[src/rtl/tiac_pkg.sv]
// Types, constants and helpers shared by the telnet IAC filter modules.
package tiac_pkg;

    localparam logic [7:0] IAC_BYTE   = 8'd255;
    localparam logic [7:0] AYT_BYTE   = 8'd246;
    localparam logic [7:0] WILL_BYTE  = 8'd251;
    localparam logic [7:0] WONT_BYTE  = 8'd252;
    localparam logic [7:0] DO_BYTE    = 8'd253;
    localparam logic [7:0] ASCII_TOP  = 8'd127;
    localparam logic [7:0] ESCAPED_FF = 8'hFF;
    localparam logic [7:0] OPT_BINARY = 8'd0;
    localparam logic [7:0] VERB_STEP  = DO_BYTE - WILL_BYTE;

    localparam logic [1:0] KIND_DATA  = 2'd0;
    localparam logic [1:0] KIND_REPLY = 2'd1;
    localparam logic [1:0] KIND_INTR  = 2'd2;

    localparam logic [8:0] INTR_CHAR_RESET = 9'd3;

    typedef enum logic [1:0] {
        PH_DATA = 2'd0,
        PH_IAC  = 2'd1,
        PH_CMD  = 2'd2
    } t_phase;

    // What the back end has to emit for one accepted word.
    typedef enum logic [1:0] {
        OP_DATA = 2'd0,  // one data byte
        OP_INTR = 2'd1,  // one keyboard interrupt event
        OP_AYT  = 2'd2,  // reply IAC AYT
        OP_NEG  = 2'd3   // reply IAC verb 0
    } t_op;

    typedef struct packed {
        t_op        op;
        logic [7:0] value;
    } t_cmd;

    typedef struct packed {
        logic valid;
        t_cmd cmd;
    } t_q_head;

    function automatic logic [7:0] reply_verb(input logic [7:0] verb);
        logic [7:0] result;
        if (verb < DO_BYTE) begin
            result = verb + VERB_STEP;
        end else begin
            result = verb - VERB_STEP;
        end
        return result;
    endfunction

endpackage

[src/rtl/tiac_in_if.sv]
// Receive channel: one telnet byte or a new-connection marker per word.
interface tiac_in_if;
    logic       valid;
    logic       ready;
    logic       action;
    logic [7:0] rx_byte;
    logic       logged_in;

    modport source (output valid, action, rx_byte, logged_in, input ready);
    modport sink (input valid, action, rx_byte, logged_in, output ready);
endinterface

[src/rtl/tiac_out_if.sv]
// Result channel: data bytes, reply bytes and interrupt events.
interface tiac_out_if;
    logic       valid;
    logic       ready;
    logic [1:0] out_kind;
    logic [7:0] out_byte;
    logic       last;

    modport source (output valid, out_kind, out_byte, last, input ready);
    modport sink (input valid, out_kind, out_byte, last, output ready);
endinterface

[src/rtl/tiac_cfg_if.sv]
// Configuration write channel for the interrupt character register.
interface tiac_cfg_if;
    logic              valid;
    logic              ready;
    logic signed [8:0] interrupt_char;

    modport source (output valid, interrupt_char, input ready);
    modport sink (input valid, interrupt_char, output ready);
endinterface

[src/rtl/tiac_queue.sv]
// Small command queue between the parser front end and the emitter back end.
module tiac_queue
    import tiac_pkg::*;
#(
    parameter int DEPTH = 4
) (
    input  logic    i_clk,
    input  logic    i_rst_n,
    input  logic    i_push,
    input  t_cmd    i_push_cmd,
    output logic    o_full,
    input  logic    i_pop,
    output t_q_head o_head
);

    localparam int AW = $clog2(DEPTH);
    localparam int CW = $clog2(DEPTH + 1);

    t_cmd           r_mem [DEPTH];
    logic [AW-1:0]  r_wr;
    logic [AW-1:0]  r_rd;
    logic [CW-1:0]  r_count;
    logic [AW-1:0]  n_wr;
    logic [AW-1:0]  n_rd;
    logic [CW-1:0]  n_count;

    assign o_full       = (r_count == CW'(DEPTH));
    assign o_head.valid = (r_count != '0);
    assign o_head.cmd   = r_mem[r_rd];

    always_comb begin
        n_wr    = r_wr;
        n_rd    = r_rd;
        n_count = r_count;
        if (i_push) begin
            n_wr = (r_wr == AW'(DEPTH - 1)) ? '0 : r_wr + 1'b1;
        end
        if (i_pop) begin
            n_rd = (r_rd == AW'(DEPTH - 1)) ? '0 : r_rd + 1'b1;
        end
        if (i_push && !i_pop) begin
            n_count = r_count + 1'b1;
        end else if (!i_push && i_pop) begin
            n_count = r_count - 1'b1;
        end
    end

    always_ff @(posedge i_clk) begin
        if (!i_rst_n) begin
            r_wr    <= '0;
            r_rd    <= '0;
            r_count <= '0;
        end else begin
            r_wr    <= n_wr;
            r_rd    <= n_rd;
            r_count <= n_count;
        end
    end

    always_ff @(posedge i_clk) begin
        if (i_push) begin
            r_mem[r_wr] <= i_push_cmd;
        end
    end

endmodule

[src/rtl/tiac_front.sv]
// Front end: accepts received words, tracks the IAC parse phase and queues commands.
module tiac_front
    import tiac_pkg::*;
(
    input  logic  i_clk,
    input  logic  i_rst_n,
    tiac_in_if.sink  i_in,
    tiac_cfg_if.sink i_cfg,
    input  logic  i_full,
    output logic  o_push,
    output t_cmd  o_cmd
);

    t_phase     r_phase;
    t_phase     n_phase;
    logic [7:0] r_held;
    logic [7:0] n_held;
    logic       r_binary;
    logic       n_binary;
    logic [8:0] r_intr_char;

    logic       w_accept;
    logic       w_match;
    logic       w_drop;
    logic [7:0] w_ch;

    assign i_in.ready  = !i_full;
    assign i_cfg.ready = 1'b1;
    assign w_accept    = i_in.valid && i_in.ready;
    assign w_ch        = i_in.rx_byte;

    // A negative interrupt character switches detection off.
    assign w_match = !r_intr_char[8] && (r_intr_char[7:0] == w_ch);
    assign w_drop  = (w_ch > ASCII_TOP) || (w_ch == 8'd0) || (i_in.logged_in && w_match);

    always_comb begin
        n_phase  = r_phase;
        n_held   = r_held;
        n_binary = r_binary;
        if (w_accept) begin
            if (i_in.action) begin
                n_phase  = PH_DATA;
                n_held   = 8'd0;
                n_binary = 1'b0;
            end else begin
                unique case (r_phase)
                    PH_IAC: begin
                        if (w_ch == IAC_BYTE || w_ch == AYT_BYTE) begin
                            n_phase = PH_DATA;
                        end else begin
                            n_held  = w_ch;
                            n_phase = PH_CMD;
                        end
                    end
                    PH_CMD: begin
                        if (w_ch == OPT_BINARY) begin
                            if (r_held == WILL_BYTE) begin
                                n_binary = 1'b1;
                            end
                            if (r_held == WONT_BYTE) begin
                                n_binary = 1'b0;
                            end
                        end
                        n_phase = PH_DATA;
                    end
                    default: begin
                        n_phase = (w_ch == IAC_BYTE) ? PH_IAC : PH_DATA;
                    end
                endcase
            end
        end
    end

    always_comb begin
        o_push = 1'b0;
        o_cmd  = '{op: OP_DATA, value: w_ch};
        if (w_accept && !i_in.action) begin
            unique case (r_phase)
                PH_IAC: begin
                    if (w_ch == IAC_BYTE) begin
                        o_push = 1'b1;
                        o_cmd  = '{op: OP_DATA, value: ESCAPED_FF};
                    end else if (w_ch == AYT_BYTE) begin
                        o_push = 1'b1;
                        o_cmd  = '{op: OP_AYT, value: AYT_BYTE};
                    end
                end
                PH_CMD: begin
                    if (w_ch == OPT_BINARY) begin
                        o_push = 1'b1;
                        o_cmd  = '{op: OP_NEG, value: reply_verb(r_held)};
                    end
                end
                default: begin
                    if (w_ch != IAC_BYTE) begin
                        if (r_binary || !w_drop) begin
                            o_push = 1'b1;
                        end else if (w_match) begin
                            o_push = 1'b1;
                            o_cmd  = '{op: OP_INTR, value: 8'd0};
                        end
                    end
                end
            endcase
        end
    end

    always_ff @(posedge i_clk) begin
        if (!i_rst_n) begin
            r_phase     <= PH_DATA;
            r_held      <= 8'd0;
            r_binary    <= 1'b0;
            r_intr_char <= INTR_CHAR_RESET;
        end else begin
            r_phase  <= n_phase;
            r_held   <= n_held;
            r_binary <= n_binary;
            if (i_cfg.valid && i_cfg.ready) begin
                r_intr_char <= i_cfg.interrupt_char;
            end
        end
    end

endmodule

[src/rtl/tiac_back.sv]
// Back end: takes queued commands and emits their result words one per cycle while the output is ready.
module tiac_back
    import tiac_pkg::*;
(
    input  logic    i_clk,
    input  logic    i_rst_n,
    input  t_q_head i_head,
    output logic    o_pop,
    tiac_out_if.source o_out
);

    logic       r_busy;
    logic [1:0] r_idx;
    t_cmd       r_cur;

    logic       w_last;
    logic       w_fire;
    logic       w_load;

    always_comb begin
        unique case (r_cur.op)
            OP_AYT:  w_last = (r_idx == 2'd1);
            OP_NEG:  w_last = (r_idx == 2'd2);
            default: w_last = 1'b1;
        endcase
    end

    assign w_fire = r_busy && o_out.ready;
    // The next command loads as the last word of the current one leaves.
    assign w_load = !r_busy || (w_fire && w_last);
    assign o_pop  = w_load && i_head.valid;

    always_ff @(posedge i_clk) begin
        if (!i_rst_n) begin
            r_busy <= 1'b0;
            r_idx  <= 2'd0;
        end else if (w_load) begin
            r_busy <= i_head.valid;
            r_idx  <= 2'd0;
        end else if (w_fire) begin
            r_idx <= r_idx + 2'd1;
        end
    end

    always_ff @(posedge i_clk) begin
        if (w_load) begin
            r_cur <= i_head.cmd;
        end
    end

    assign o_out.valid = r_busy;
    assign o_out.last  = w_last;

    always_comb begin
        unique case (r_cur.op)
            OP_DATA: begin
                o_out.out_kind = KIND_DATA;
                o_out.out_byte = r_cur.value;
            end
            OP_INTR: begin
                o_out.out_kind = KIND_INTR;
                o_out.out_byte = 8'd0;
            end
            OP_AYT: begin
                o_out.out_kind = KIND_REPLY;
                o_out.out_byte = (r_idx == 2'd0) ? IAC_BYTE : AYT_BYTE;
            end
            default: begin
                o_out.out_kind = KIND_REPLY;
                if (r_idx == 2'd0) begin
                    o_out.out_byte = IAC_BYTE;
                end else if (r_idx == 2'd1) begin
                    o_out.out_byte = r_cur.value;
                end else begin
                    o_out.out_byte = OPT_BINARY;
                end
            end
        endcase
    end

endmodule

[src/rtl/telnet_iac_input_filter.sv]
// Telnet receive filter: one received byte is taken per cycle whenever the command queue has
// room. The front end updates the IAC parse phase in the cycle it accepts a byte and queues
// at most one command; the back end emits one result word per cycle while the output is ready,
// so a byte with no or one result sustains one byte per cycle, an AYT echo holds the back end
// for two words and a binary option reply for three. A queue of QUEUE_DEPTH commands lets the
// input keep flowing while replies serialise. Results pass through queue and back end registers.
module telnet_iac_input_filter
    import tiac_pkg::*;
#(
    parameter int QUEUE_DEPTH = 4
) (
    input  logic       i_clk,
    input  logic       i_rst_n,
    tiac_in_if.sink    i_in,
    tiac_cfg_if.sink   i_cfg,
    tiac_out_if.source o_out
);

    logic    w_full;
    logic    w_push;
    t_cmd    w_cmd;
    logic    w_pop;
    t_q_head w_head;

    tiac_front u_front (
        .i_clk   (i_clk),
        .i_rst_n (i_rst_n),
        .i_in    (i_in),
        .i_cfg   (i_cfg),
        .i_full  (w_full),
        .o_push  (w_push),
        .o_cmd   (w_cmd)
    );

    tiac_queue #(
        .DEPTH (QUEUE_DEPTH)
    ) u_queue (
        .i_clk      (i_clk),
        .i_rst_n    (i_rst_n),
        .i_push     (w_push),
        .i_push_cmd (w_cmd),
        .o_full     (w_full),
        .i_pop      (w_pop),
        .o_head     (w_head)
    );

    tiac_back u_back (
        .i_clk   (i_clk),
        .i_rst_n (i_rst_n),
        .i_head  (w_head),
        .o_pop   (w_pop),
        .o_out   (o_out)
    );

endmodule

[src/flat_wrapper.sv]
// flat-port wrapper written by rule: the top's interface ports become plain ports
module telnet_iac_input_filter_flat import tiac_pkg::*;
#(
    parameter int QUEUE_DEPTH = 4
)
  (i_clk, i_rst_n, i_in_valid, i_in_action, i_in_rx_byte, i_in_logged_in, i_in_ready, i_cfg_valid, i_cfg_interrupt_char, i_cfg_ready, o_out_valid, o_out_out_kind, o_out_out_byte, o_out_last, o_out_ready);
  tiac_in_if i_in_i ();
  tiac_cfg_if i_cfg_i ();
  tiac_out_if o_out_i ();
  input  logic i_clk;
  input  logic i_rst_n;
  input wire logic [$bits(i_in_i.valid)-1:0] i_in_valid;
  input wire logic [$bits(i_in_i.action)-1:0] i_in_action;
  input wire logic [$bits(i_in_i.rx_byte)-1:0] i_in_rx_byte;
  input wire logic [$bits(i_in_i.logged_in)-1:0] i_in_logged_in;
  output wire logic [$bits(i_in_i.ready)-1:0] i_in_ready;
  input wire logic [$bits(i_cfg_i.valid)-1:0] i_cfg_valid;
  input wire logic [$bits(i_cfg_i.interrupt_char)-1:0] i_cfg_interrupt_char;
  output wire logic [$bits(i_cfg_i.ready)-1:0] i_cfg_ready;
  output wire logic [$bits(o_out_i.valid)-1:0] o_out_valid;
  output wire logic [$bits(o_out_i.out_kind)-1:0] o_out_out_kind;
  output wire logic [$bits(o_out_i.out_byte)-1:0] o_out_out_byte;
  output wire logic [$bits(o_out_i.last)-1:0] o_out_last;
  input wire logic [$bits(o_out_i.ready)-1:0] o_out_ready;
  assign i_in_i.valid = i_in_valid;
  assign i_in_i.action = i_in_action;
  assign i_in_i.rx_byte = i_in_rx_byte;
  assign i_in_i.logged_in = i_in_logged_in;
  assign i_in_ready = i_in_i.ready;
  assign i_cfg_i.valid = i_cfg_valid;
  assign i_cfg_i.interrupt_char = i_cfg_interrupt_char;
  assign i_cfg_ready = i_cfg_i.ready;
  assign o_out_valid = o_out_i.valid;
  assign o_out_out_kind = o_out_i.out_kind;
  assign o_out_out_byte = o_out_i.out_byte;
  assign o_out_last = o_out_i.last;
  assign o_out_i.ready = o_out_ready;
  telnet_iac_input_filter #(.QUEUE_DEPTH(QUEUE_DEPTH)) u_core (.i_clk(i_clk), .i_rst_n(i_rst_n), .i_in(i_in_i), .i_cfg(i_cfg_i), .o_out(o_out_i));
endmodule
[config.mk]
export PLATFORM = sky130hd
export DESIGN_NAME = telnet_iac_input_filter_flat
export DESIGN_NICKNAME = d
export VERILOG_FILES = /design/src/rtl/tiac_pkg.sv /design/src/rtl/tiac_in_if.sv /design/src/rtl/tiac_out_if.sv /design/src/rtl/tiac_cfg_if.sv /design/src/rtl/tiac_queue.sv /design/src/rtl/tiac_front.sv /design/src/rtl/tiac_back.sv /design/src/rtl/telnet_iac_input_filter.sv /design/src/flat_wrapper.sv
export SDC_FILE = /design/constraint.sdc
export NUM_CORES = 1
export LEC_CHECK = 0
export BUFFER_PORTS_ARGS = -buffer_cell sky130_fd_sc_hd__buf_2
export CORE_UTILIZATION = 55
export DETAILED_ROUTE_END_ITERATION = 12
export GPL_TIMING_DRIVEN = 0
export PLACE_DENSITY = 0.8
export SYNTH_ARGS = -nofsm -noshare
export SYNTH_HDL_FRONTEND = slang
export SYNTH_SLANG_ARGS = --single-unit
[constraint.sdc]
create_clock -name i_clk -period 6.7 [get_ports i_clk]
set_input_delay 1.005 -clock i_clk [delete_from_list [all_inputs] [get_ports i_clk]]
set_output_delay 1.005 -clock i_clk [all_outputs]
set_load 0.1 [all_outputs]
# == After elaboration in Yosys (flattened, before gate mapping) ==
# Memories as Yosys holds them, arrays and structs flattened. A register that Yosys moved wholly into a read port is not among the register bits.
# Index checks and enable logic that the tools add are counted.
# word_totals
n_memories,1
regBits,30
elab_cells,111
latch_bits,0
input_bits,24
ram_bits,40
romBits,0
# op_classes
multipliers,0
mux,41
addsub,7
shifts,0
n_eq_ne,17
order_cmp,2
n_div,0
n_reduce_logical,33
n_bitwise,1
# memory_table
name,words,word_bits,rd,rd_ports_with_merged_regs,wr,line,text
u_core.u_queue.r_mem,4,10,1,1,1,tiac_queue.sv:19,t_cmd r_mem [DEPTH];
# ops
operator,count
$mux 8,6
$mux 10,4
$eq 8x8->1 const B,4
$mux 9,3
$pmux 8 s3,1
$pmux 10 s2,1
$mux 1,15
$eq 2x2->1 const B,6
$logic_and 1x1->1,9
$add 8x2->8 const B,1
$eq 8x8->1,1
$gt 8x7->1 const B,1
$logic_not 8->1,1
$lt 8x8->1 const B,1
$mux 2,4
$ne 8x8->1 const B,1
$pmux 2 s2,2
$reduce_bool 2->1,4
$sub 8x2->8 const B,1
$logic_not 1->1,7
$add 2x1->2 const B,3
$eq 2x1->1 const B,3
$mux 3,2
$reduce_bool 3->1,2
other kinds (12),18

# == Logic depth before layout (Yosys ltp) ==
# Gate-level depths: netlist of run 1.
# depth
ltp_word,14
ltp_mapped,14
ltp_nobuf,13

# == Modules after synthesis ==
# Synthesis of run 1 repeated with hierarchy kept, for this count alone.
# hier_totals
hier_cells,334
area_unflattened_um2,4040.1
# modules_own_cells
module,cells_per_inst,area_each_um2,seq_area_each_um2,n_inst
tiac_queue,96,1901.8,1381.3,1
tiac_front,174,1473.9,400.4,1
tiac_back,64,664.4,360.3,1

# == Worst setup path after synthesis of run 1 ==
# Ideal clock, no wire load.
# synth_path
kind,register to output
startpoint,reg u_core.u_back.r_idx[1]
endpoint,out o_out_out_byte[0]
stages_incl_launch_ff,6
slack_ps,2735
t_arrival_ps,2960
path_buffers,1
cell_sequence,dfxtp_1 > inv_1 > ha_1 > clkbuf_1 > a31oi_1 > o21ai_0
# synth_between
elab_chain_len,4
# synth_rtl
item,line,text
from (decl),tiac_back.sv:13,logic [1:0] r_idx;
from (signal assigned),tiac_back.sv:41,r_idx <= r_idx + 2'd1;
$eq 2x1->1,tiac_back.sv:72,end else if (r_idx == 2'd1) begin
$mux 8,tiac_back.sv:72,
$mux 8,tiac_back.sv:70,if (r_idx == 2'd0) begin
$pmux 8 s3 (*),tiac_back.sv:55,unique case (r_cur.op)
to (decl),flat_wrapper.sv:22,output wire logic [$bits(o_out_i.out_byte)-1:0] o_out_out_byte;
# Mark *: on every way between the ends. The rest lies on a longest branch, timed or not.

# == Worst setup path after layout of run 1 ==
# layout_path
startpoint,in i_in_rx_byte[6]
endpoint,reg u_core.u_queue.r_count[2]
# layout_between
elab_chain_len,13
# layout_rtl
item,line,text
from (decl),flat_wrapper.sv:14,input wire logic [$bits(i_in_i.rx_byte)-1:0] i_in_rx_byte;
branches (longest 8 deep; another with $gt 8x7->1),-,
$pmux 1 s2 (*),tiac_front.sv:78,unique case (r_phase)
$mux 1 (*),tiac_front.sv:77,if (w_accept && !i_in.action) begin
net u_core.u_front.o_push,tiac_front.sv:10,"output logic o_push,"
$logic_not 1->1,tiac_queue.sv:43,end else if (!i_push && i_pop) begin
$logic_and 1x1->1,tiac_queue.sv:43,
$reduce_bool 2->1 (no source line),-,
to (signal assigned),tiac_queue.sv:56,r_count <= n_count;
to (decl),tiac_queue.sv:22,logic [CW-1:0] r_count;
# Mark *: on every way through the listed nets, which the timed path passes.
# A chain may end at the register's enable or synchronous reset.

==> results of run 1 <==
critical path, stage by stage:
cell	delay [ns]
buf_2	0.16
nor4_4	0.31
nand4b_2	0.23
nor3b_1	0.23
a2111oi_4	0.57
ha_1	0.28
inv_1	0.06
fa_1	0.37
xor2_1	0.17
or3_1	0.30
a21boi_0	0.15
final timing paths:
path,to,from
setup reg to reg,u_core.u_queue.r_count[2],u_core.u_front.r_intr_char[0]
setup / recovery,u_core.u_queue.r_count[2],i_in_rx_byte[6]
hold reg to reg,u_core.u_back.r_idx[0],u_core.u_back.r_idx[0]
hold / removal,u_core.u_back.r_idx[0],u_core.u_back.r_idx[0]
layout make-up:
class,instances,area share [%]
Multi-Input combinational cell,214,38.3
Inverter,15,1.28
Clock inverter,7,1.82
Clock buffer,9,2.81
Tap cell,96,2.72
Sequential cell,80,47.6
Buffer,15,1.73
Timing Repair Buffer,33,3.74
stage by stage:
step	total power, mW	instance area (µm²)
finish	1.70	4410
global route	1.78	4410
CTS	1.71	4410
detailed placement	1.35	4210
global placement	1.33	4210
floorplan	1.24	3920
cells by family (layout without fill, tap and decap cells):
kind of cell	Yosys count	in the layout	synth area share, %
flip-flops	80	80	53.6
other	1	1	0.0956
adder cells (fa/ha/maj)	18	18	6.12
AND/OR/NAND/NOR	98	98	13.7
AO/OA/AOI/OAI	60	60	10.8
XOR/XNOR	14	14	3.32
multiplexers	23	23	9.06
buffers and inverters	30	79	3.38
registers in the layout (all words and copies together), names as in the netlist:
signal	count
u_core.u_queue.r_count	3
u_core.u_queue.r_mem	40
u_core.u_front.r_binary	1
u_core.u_front.r_intr_char	9
u_core.u_back.o_out.valid	1
u_core.u_front.r_held	8
u_core.u_queue.r_rd	2
u_core.u_queue.r_wr	2
u_core.u_front.r_phase	2
u_core.u_back.r_cur	10
u_core.u_back.r_idx	2
cells in the mapped netlist, drive strengths merged (2+ instances only):
cell / n
a21boi: 2
a21o: 2
a21oi: 12
a22o: 6
a22oi: 9
a31oi: 3
and2: 5
buf: 6
clkbuf: 9
dfxtp: 30
edfxtp: 50
fa: 2
ha: 16
inv: 15
mux2i: 13
mux4: 10
nand2: 19
nand3: 7
nand4: 3
nor2: 17
nor2b: 26
nor3: 9
nor4: 3
o21ai: 10
o22ai: 6
or3: 3
xnor2: 9
xor2: 5
power by group:
part	internal, mW	switching [mW]	total (mW)
registers	0.592	0.0403	0.632
clock network	0.176	0.188	0.365
logic	0.170	0.537	0.706
routing by layer:
metal	vias to the layer above	wire, µm	share of wire [%]	global-route usage, %
li1	1283	-	-	-
met1	1251	3240	43	25.3
met2	69	3760	50	38.8
met3	14	317	4.3	6.57
met4	0	142	1.9	7.42
met5	-	0	0	0
==> results.md, run 1 <==
* DP Worst Slack at 2.82 ns
* Std cell rows at 30
* Fin Setup TNS at 0 ns
* Pre-antenna DRT Iters at 4
* Setup Viol. Count Final at 0
* Commonest non-fill, non-tap cells in the layout: edfxtp_1 (50), buf_2 (34), dfxtp_1 (30)
* Clk_lat worst skew at 0.36 ns
* Initial drt markers at 117
* Final hold vios at 0
* Hold WS at 0.500 ns
* Synthesized instance count at 324
* Slew Limit Fails at 0
* Hold WC Path Type: reg2reg
* Synthesis-stage register bit count at 80
* Setup repair bufs after CTS at 0
* Placed Cells at 453
* Seq/Total Area, Yosys at 53.6%
* Cts hold-fix bufs at 0
* R2R depth at 10
* Root Driver: clkbuf_8
* Initial antenna violation count at 0
* Initial Util at 57.4%
* Worst VDD drop at 134 µV
* Async SR Flop Fraction at 0%
* Post-route DRC at 0
* Final cycle utilization of the critical path at 53.3%
* Worst setup SP type: primary input
* Avg WL per Cell at 15.9 µm
* Maximum clock frequency at 280 MHz
* Yosys top cell area share at 38.3%
* RD Place Congestion at 0.821
* RSZ-0062 raised after global routing: no
* Die width at 86.5 µm
* Core area at 6830 µm²
* Slew headroom at 48.7%
* YS warnings at 0
* CP arrival at 3.86 ns
* Register area at 2100 µm²
* Ys flop type: edfxtp_1
* Vias in the first global route at 2,479
* Crit Path Class: in2reg
* Die height at 86.5 µm
* Outcome: finished, final reports clean
* EDFF count, synth at 50
* Gr ovfl total at 0
* HPWL Detailed at 5270 µm
* Leak at 1.61 nW
* Avg Cell Area, Syn at 12.1 µm²
* Multi-input logic area at 1690 µm²
* Setup ws final at 3.13 ns
* Worst-Margin Slew at 0.769 ns
* Vias at 2,617
* Most common cell after layout, fill and taps aside: edfxtp_1
* Layout cells sized above 1 at 18.5%
* Inserted Diodes at 0
* Syn nets at 366
* Worst Path Required at 6.99 ns
* IO Port Bufs at 33
* Hold Path Stages at 2
* CTS Buf Count at 9
* Final core utilization at 64.6%
* Final instance count without filler cells at 469
* Synth-to-layout area growth at 12.5%
* H-tree Lvls at 3
* Ranking of synthesized cells by area: edfxtp_1 (38%), dfxtp_1 (15%), mux4_2 (5.7%)
* Clk slew on worst S/H paths at 0.08 ns
* DRT Wirelength at 7460 µm
* Pwr/cell area at 386 nW/µm²
* ANT nets after route at 0
* CP max FO at 9
* Die Area at 7470 µm²
* Ports at 38
* Cell taking the most area after synthesis: edfxtp_1
* # fillers at 538
* GR Util All Layers at 21.9%
* Largest net degree at the start of global routing at 16
* First-pass GRT wire length at 12,000 µm
* Mapped cell area at 3920 µm²
* Crit path capture type: flip-flop
* Buffer levels on the longest clock path at 2
* Yosys cell types at 51
* Via-to-Cell Ratio at 5.58
* Sink Count at 80
* Final #Nets at 410
* CTS tree: built
* R2R Setup Slk at 3.62 ns
* PostCTS Resize Cnt at 0
* Post-route minimum period at 3.57 ns
* Clock Skew at 0.0101 ns
* Max-cap violations at 0
No activity file was read; power rests on OpenSTA's default activity.
==> run 2, diff against run 1 <==
- CORE_UTILIZATION: 55 -> 53
- clock period: 6.7 -> 3.2 ns (I/O delays scaled with it)
==> results.md, run 2 (synthesis gave the netlist of run 1 again) <==
* Hold WC Path Type: in2reg
* RD Place Congestion at 0.851 (+3.7%)
* # fillers at 564 (+4.8%)
* Setup Viol. Count Final at 0 (unchanged)
* Vias in the first global route at 2,400 (-3.2%)
* First-pass GRT wire length at 11,600 µm (-2.6%)
* Register with the most flip-flops: u_core.u_queue.r_mem
* Largest net degree at the start of global routing at 16 (unchanged)
* Most common cell after layout, fill and taps aside: edfxtp_1
* Sink Count at 80 (unchanged)
* IO Port Bufs at 33 (unchanged)
* Crit path capture type: flip-flop
* Slew Limit Fails at 0 (unchanged)
* Gr ovfl total at 0 (unchanged)
* Post-route minimum period at 3.00 ns
* Post-route DRC at 0 (unchanged)
* Die Area at 7750 µm² (+3.7%)
* Buffer levels on the longest clock path at 2 (unchanged)
* CP max FO at 5 (-4)
* Via-to-Cell Ratio at 5.56 (-0.35%)
* Leak at 1.64 nW (+1.6%)
* Flip-flop count of the largest register, all copies and words added at 40 (unchanged)
* Maximum clock frequency at 334 MHz
* Worst Path Required at 3.48 ns (-3.51 ns)
* Initial drt markers at 120 (+2.6%)
* Synth-to-layout area growth at 14.0%
* Inserted Diodes at 0 (unchanged)
* Worst VDD drop at 317 µV (+140%)
* Clk_lat worst skew at 0.34 ns (-0.02 ns)
* CTS tree: built
* DRT Wirelength at 7380 µm (-0.99%)
* Worst-Margin Slew at 0.781 ns (+0.0111 ns)
* ANT nets after route at 0 (unchanged)
* HPWL Detailed at 5290 µm (+0.26%)
* Max-cap violations at 0 (unchanged)
* Crit Path Class: reg2reg
* Initial Util at 56.2% (-1.2 points)
* Final core utilization at 64.0% (-0.55 points)
* CTS Buf Count at 9 (unchanged)
* Multi-input logic area at 1700 µm² (+0.44%)
* Fin Setup TNS at 0 ns (unchanged)
* CP arrival at 3.27 ns (-0.59 ns)
* Ports at 38 (unchanged)
* Final cycle utilization of the critical path at 93.6%
* Die width at 88.0 µm (+1.8%)
* Final #Nets at 414 (+0.98%)
* Avg WL per Cell at 15.6 µm (-1.8%)
* Pwr/cell area at 819 nW/µm² (+110%)
* Initial antenna violation count at 0 (unchanged)
* Clock Skew at 0.00823 ns (-0.00187 ns)
* Std cell rows at 30 (unchanged)
* Clk slew on worst S/H paths at 0.09 ns (about the same)
* Regs by FF count: u_core.u_queue.r_mem x40, u_core.u_back.r_cur x10, u_core.u_front.r_intr_char x9
* GR Util All Layers at 20.5% (-1.4 points)
* Layout cells sized above 1 at 20.2% (+1.7 points)
* Core area at 6980 µm² (+2.2%)
* Outcome: finished, final reports clean
* Worst setup SP type: flip-flop
* Vias at 2,630 (+0.50%)
* H-tree Lvls at 3 (unchanged)
* Commonest non-fill, non-tap cells in the layout: edfxtp_1 (50), buf_2 (34), dfxtp_1 (30)
* Hold WS at 0.358 ns (-0.142 ns)
* Final hold vios at 0 (unchanged)
* Slew headroom at 48.0% (-0.74 points)
* Register area at 2100 µm² (unchanged)
* Die height at 88.0 µm (+1.8%)
* Root Driver: clkbuf_8
* Pre-antenna DRT Iters at 4 (unchanged)
run 2: area by class of cell:
cell class / count / area share, %
inverters: 15 / 1.26
multi-input cells: 214 / 37.9
clock inverters: 7 / 2.27
clock buffers: 9 / 2.77
well taps: 96 / 2.69
repair buffers: 37 / 4.37
flip-flops and latches: 80 / 47.0
plain buffers: 15 / 1.71
run 2: where the power goes:
part | total, mW | internal [mW] | switching [mW]
logic | 1.50 | 0.369 | 1.13
registers | 1.33 | 1.24 | 0.0887
clock network | 0.830 | 0.448 | 0.382
run 2: worst paths after layout:
| check | slack, ns | end | startpoint | cells past startpoint |
|---|---|---|---|---|
| max | 0.20 | u_core.u_queue.r_count[2] | u_core.u_front.r_intr_char[0] | 10 |
| min | 0.36 | u_core.u_front.r_intr_char[0] | i_cfg_interrupt_char[0] | 3 |
| max reg2reg | 0.20 | u_core.u_queue.r_count[2] | u_core.u_front.r_intr_char[0] | 10 |
| min reg2reg | 0.50 | u_core.u_queue.r_wr[1] | u_core.u_queue.r_wr[1] | 2 |
run 2: worst max-delay path, cell delays in order (launching register included):
cell       delay (ns)
dfxtp_1          0.39
xnor2_2          0.12
nand3_1          0.08
or4_4            0.53
a2111oi_4        0.50
ha_2             0.26
inv_1            0.05
fa_1             0.37
xor2_1           0.18
or3_1            0.32
a21boi_1         0.14
run 2: per-layer routing:
layer	global-route usage, %	vias to the layer above	routed length, µm
li1	-	1289	-
met1	24.7	1242	3120
met2	36.2	87	3730
met3	4.34	12	383
met4	7.92	0	153
met5	0	-	0
run 2: repair_timing:
item,in CTS,in global routing
setup buffers,0,4
hold buffers,0,0
gates resized for setup,0,2
endpoints found under the setup margin,0,1
run 2: per-stage QoR:
stage	total power [mW]	area [µm²]	setup slack [ns]	std cells
detailed placement	2.84	4210	-0.257	453
floorplan	2.60	3930	0.141	324
finish	3.66	4470	0.205	473
CTS	3.67	4440	0.0878	469
global route	3.83	4470	-0.00716	473
global placement	2.80	4210	-0.135	453
==> run 3, diff against run 2 <==
- CORE_UTILIZATION: 53 -> 55
- clock period: 3.2 -> 3.1 ns (I/O delays scaled with it)
==> results.md, run 3 (synthesis gave the netlist of run 1 again) <==
* CTS Buf Count at 9 (unchanged)
* CP arrival at 3.21 ns (-0.06 ns)
* Leak at 1.62 nW (-1.3%)
* Synth-to-layout area growth at 13.2%
* Commonest non-fill, non-tap cells in the layout: edfxtp_1 (50), buf_2 (34), dfxtp_1 (27)
* RSZ-0062 raised after global routing: no
* CTS tree: built
* CP max FO at 4 (-1)
* Via-to-Cell Ratio at 5.56 (about the same)
* Ports at 38 (unchanged)
* RD Place Congestion at 0.828 (-2.7%)
* Setup Viol. Count Final at 0 (unchanged)
* Worst-Margin Slew at 0.766 ns (-0.0147 ns)
* Vias at 2,620 (-0.38%)
* H-tree Lvls at 3 (unchanged)
* # fillers at 549 (-2.7%)
* Post-route minimum period at 2.93 ns (-0.0631 ns)
* Final core utilization at 65.0% (+0.95 points)
* Hold WC Path Type: in2reg
* Final #Nets at 412 (-0.48%)
* Crit Path Class: reg2reg
* Slew headroom at 48.9% (+0.98 points)
* Final cycle utilization of the critical path at 94.6% (+0.98 points)
* Post-place instance area at 4210 µm² (unchanged)
* Fin Setup TNS at 0 ns (unchanged)
* M1 GR Usage at 25.6% (+0.95 points)
* Initial drt markers at 151 (+26%)
* Sink Count at 80 (unchanged)
* Final instance count without filler cells at 471 (-0.42%)
* DRT Wirelength at 7320 µm (-0.88%)
* Pre-antenna DRT Iters at 5 (+1)
* Std cell rows at 30 (unchanged)
* Die width at 86.5 µm (-1.8%)
* Root Driver: clkbuf_8
* Critical path's largest stage delay at 0.54 ns (about the same)
* Placed Cells at 453 (unchanged)
* Cell Chain, Critical Path: xnor2_1 > nand4_1 > or4_4 > a2111oi_4 > ha_2 > inv_1 > fa_2 > xor2_1 > or3_1 > a21boi_1
* Initial antenna violation count at 0 (unchanged)
* Regs by FF count: u_core.u_queue.r_mem x40, u_core.u_back.r_cur x10, u_core.u_front.r_intr_char x9
* Layout cells sized above 1 at 21.1% (+0.91 points)
* Die height at 86.5 µm (-1.8%)
* Tot Pwr at 3.68 mW (+0.47%)
* Clk_lat worst skew at 0.35 ns (about the same)
* Initial Util at 57.4% (+1.2 points)
* Worst Path Required at 3.38 ns (-0.10 ns)
* Max-cap violations at 0 (unchanged)
* Flip-flop count of the largest register, all copies and words added at 40 (unchanged)
* Core area at 6830 µm² (-2.2%)
* Gr ovfl total at 0 (unchanged)
* ANT nets after route at 0 (unchanged)
* Post-route design area at 4440 µm² (-0.70%)
* Met3 Use GR at 4.86% (+0.52 points)
* Most common cell after layout, fill and taps aside: edfxtp_1
* Crit path capture type: flip-flop
* Gr busiest metal: met2
* Outcome: finished, final reports clean
* Final hold vios at 0 (unchanged)
* Crit-path slowest cell: or4_4
* Largest net degree at the start of global routing at 15 (-1)
* Maximum clock frequency at 341 MHz (+2.2%)
* Clock Skew at 0.00971 ns (+0.00147 ns)
* Pwr/cell area at 828 nW/µm² (+1.2%)
* Met2 usage at 37.4% (+1.3 points)
* Die Area at 7470 µm² (-3.6%)
* Vias in the first global route at 2,483 (+3.5%)
* HPWL Detailed at 5220 µm (-1.4%)
* Cts hold-fix bufs at 0 (unchanged)
* Inserted Diodes at 0 (unchanged)
* GR Util All Layers at 21.3% (+0.76 points)
* First-pass GRT wire length at 11,800 µm (+1.7%)
* Worst setup SP type: flip-flop
* Avg WL per Cell at 15.5 µm (-0.46%)
* Worst VDD drop at 328 µV (+3.5%)
* Clk slew on worst S/H paths at 0.09 ns (about the same)
* Buffer levels on the longest clock path at 2 (unchanged)
* Register with the most flip-flops: u_core.u_queue.r_mem
* Slew Limit Fails at 0 (unchanged)
* Post-route DRC at 0 (unchanged)
* IO Port Bufs at 33 (unchanged)
* R2R Setup Slk at 0.17 ns (-0.04 ns)
run 3: repair_timing:
item | CTS | global route
setup buffers | 0 | 2
resized for setup | 0 | 7
hold endpoints to repair | 0 | 0
endpoints found under the setup margin | 0 | 1
run 3: power by group:
part           internal [mW]  switching (mW)  total, mW
Clock                  0.372           0.392      0.764
Sequential              1.28          0.0916       1.37
Combinational          0.381            1.16       1.54
run 3: layout make-up:
type / instances / area (µm²) / share of cell area, %
plain buffers: 15 / 76.3 / 1.72
flip-flops and latches: 80 / 2110 / 47.4
repair buffers: 35 / 180 / 4.06
well taps: 96 / 120 / 2.71
inverters: 15 / 56.3 / 1.27
multi-input cells: 214 / 1710 / 38.4
clock inverters: 7 / 71.3 / 1.61
clock buffers: 9 / 124 / 2.79
run 3: worst paths after layout:
kind | start | to | cells past startpoint
hold reg to reg | u_core.u_back.r_idx[0] | u_core.u_back.r_idx[0] | 2
hold / removal | i_cfg_interrupt_char[0] | u_core.u_front.r_intr_char[0] | 3
setup reg to reg | u_core.u_front.r_intr_char[2] | u_core.u_queue.r_count[2] | 10
setup / recovery | u_core.u_front.r_intr_char[2] | u_core.u_queue.r_count[2] | 10
run 3: worst max-delay path, delay by kind of cell (launching register included):
kind	cells	cell delay, ns
buf+inv	1	0.06
flops	1	0.33
simple gates	3	0.99
fa+ha+maj	2	0.59
compound gates	2	0.59
xor+xnor	2	0.32
run 3: through the flow:
stage                     hold WS [ns]  worst slack [ns]
after global routing             0.313            0.0243
final                            0.322             0.168
after detailed placement         0.490            -0.288
after global placement           0.485            -0.212
after floorplan                  0.464            0.0561
after CTS                        0.317            0.0172
run 3: per-layer routing:
layer	part of all wire, %	routed length (µm)	vias up
met5	0	0	-
met4	1.2	90	0
met3	3.9	282	9
met2	50	3670	78
met1	45	3280	1243
li1	-	-	1290
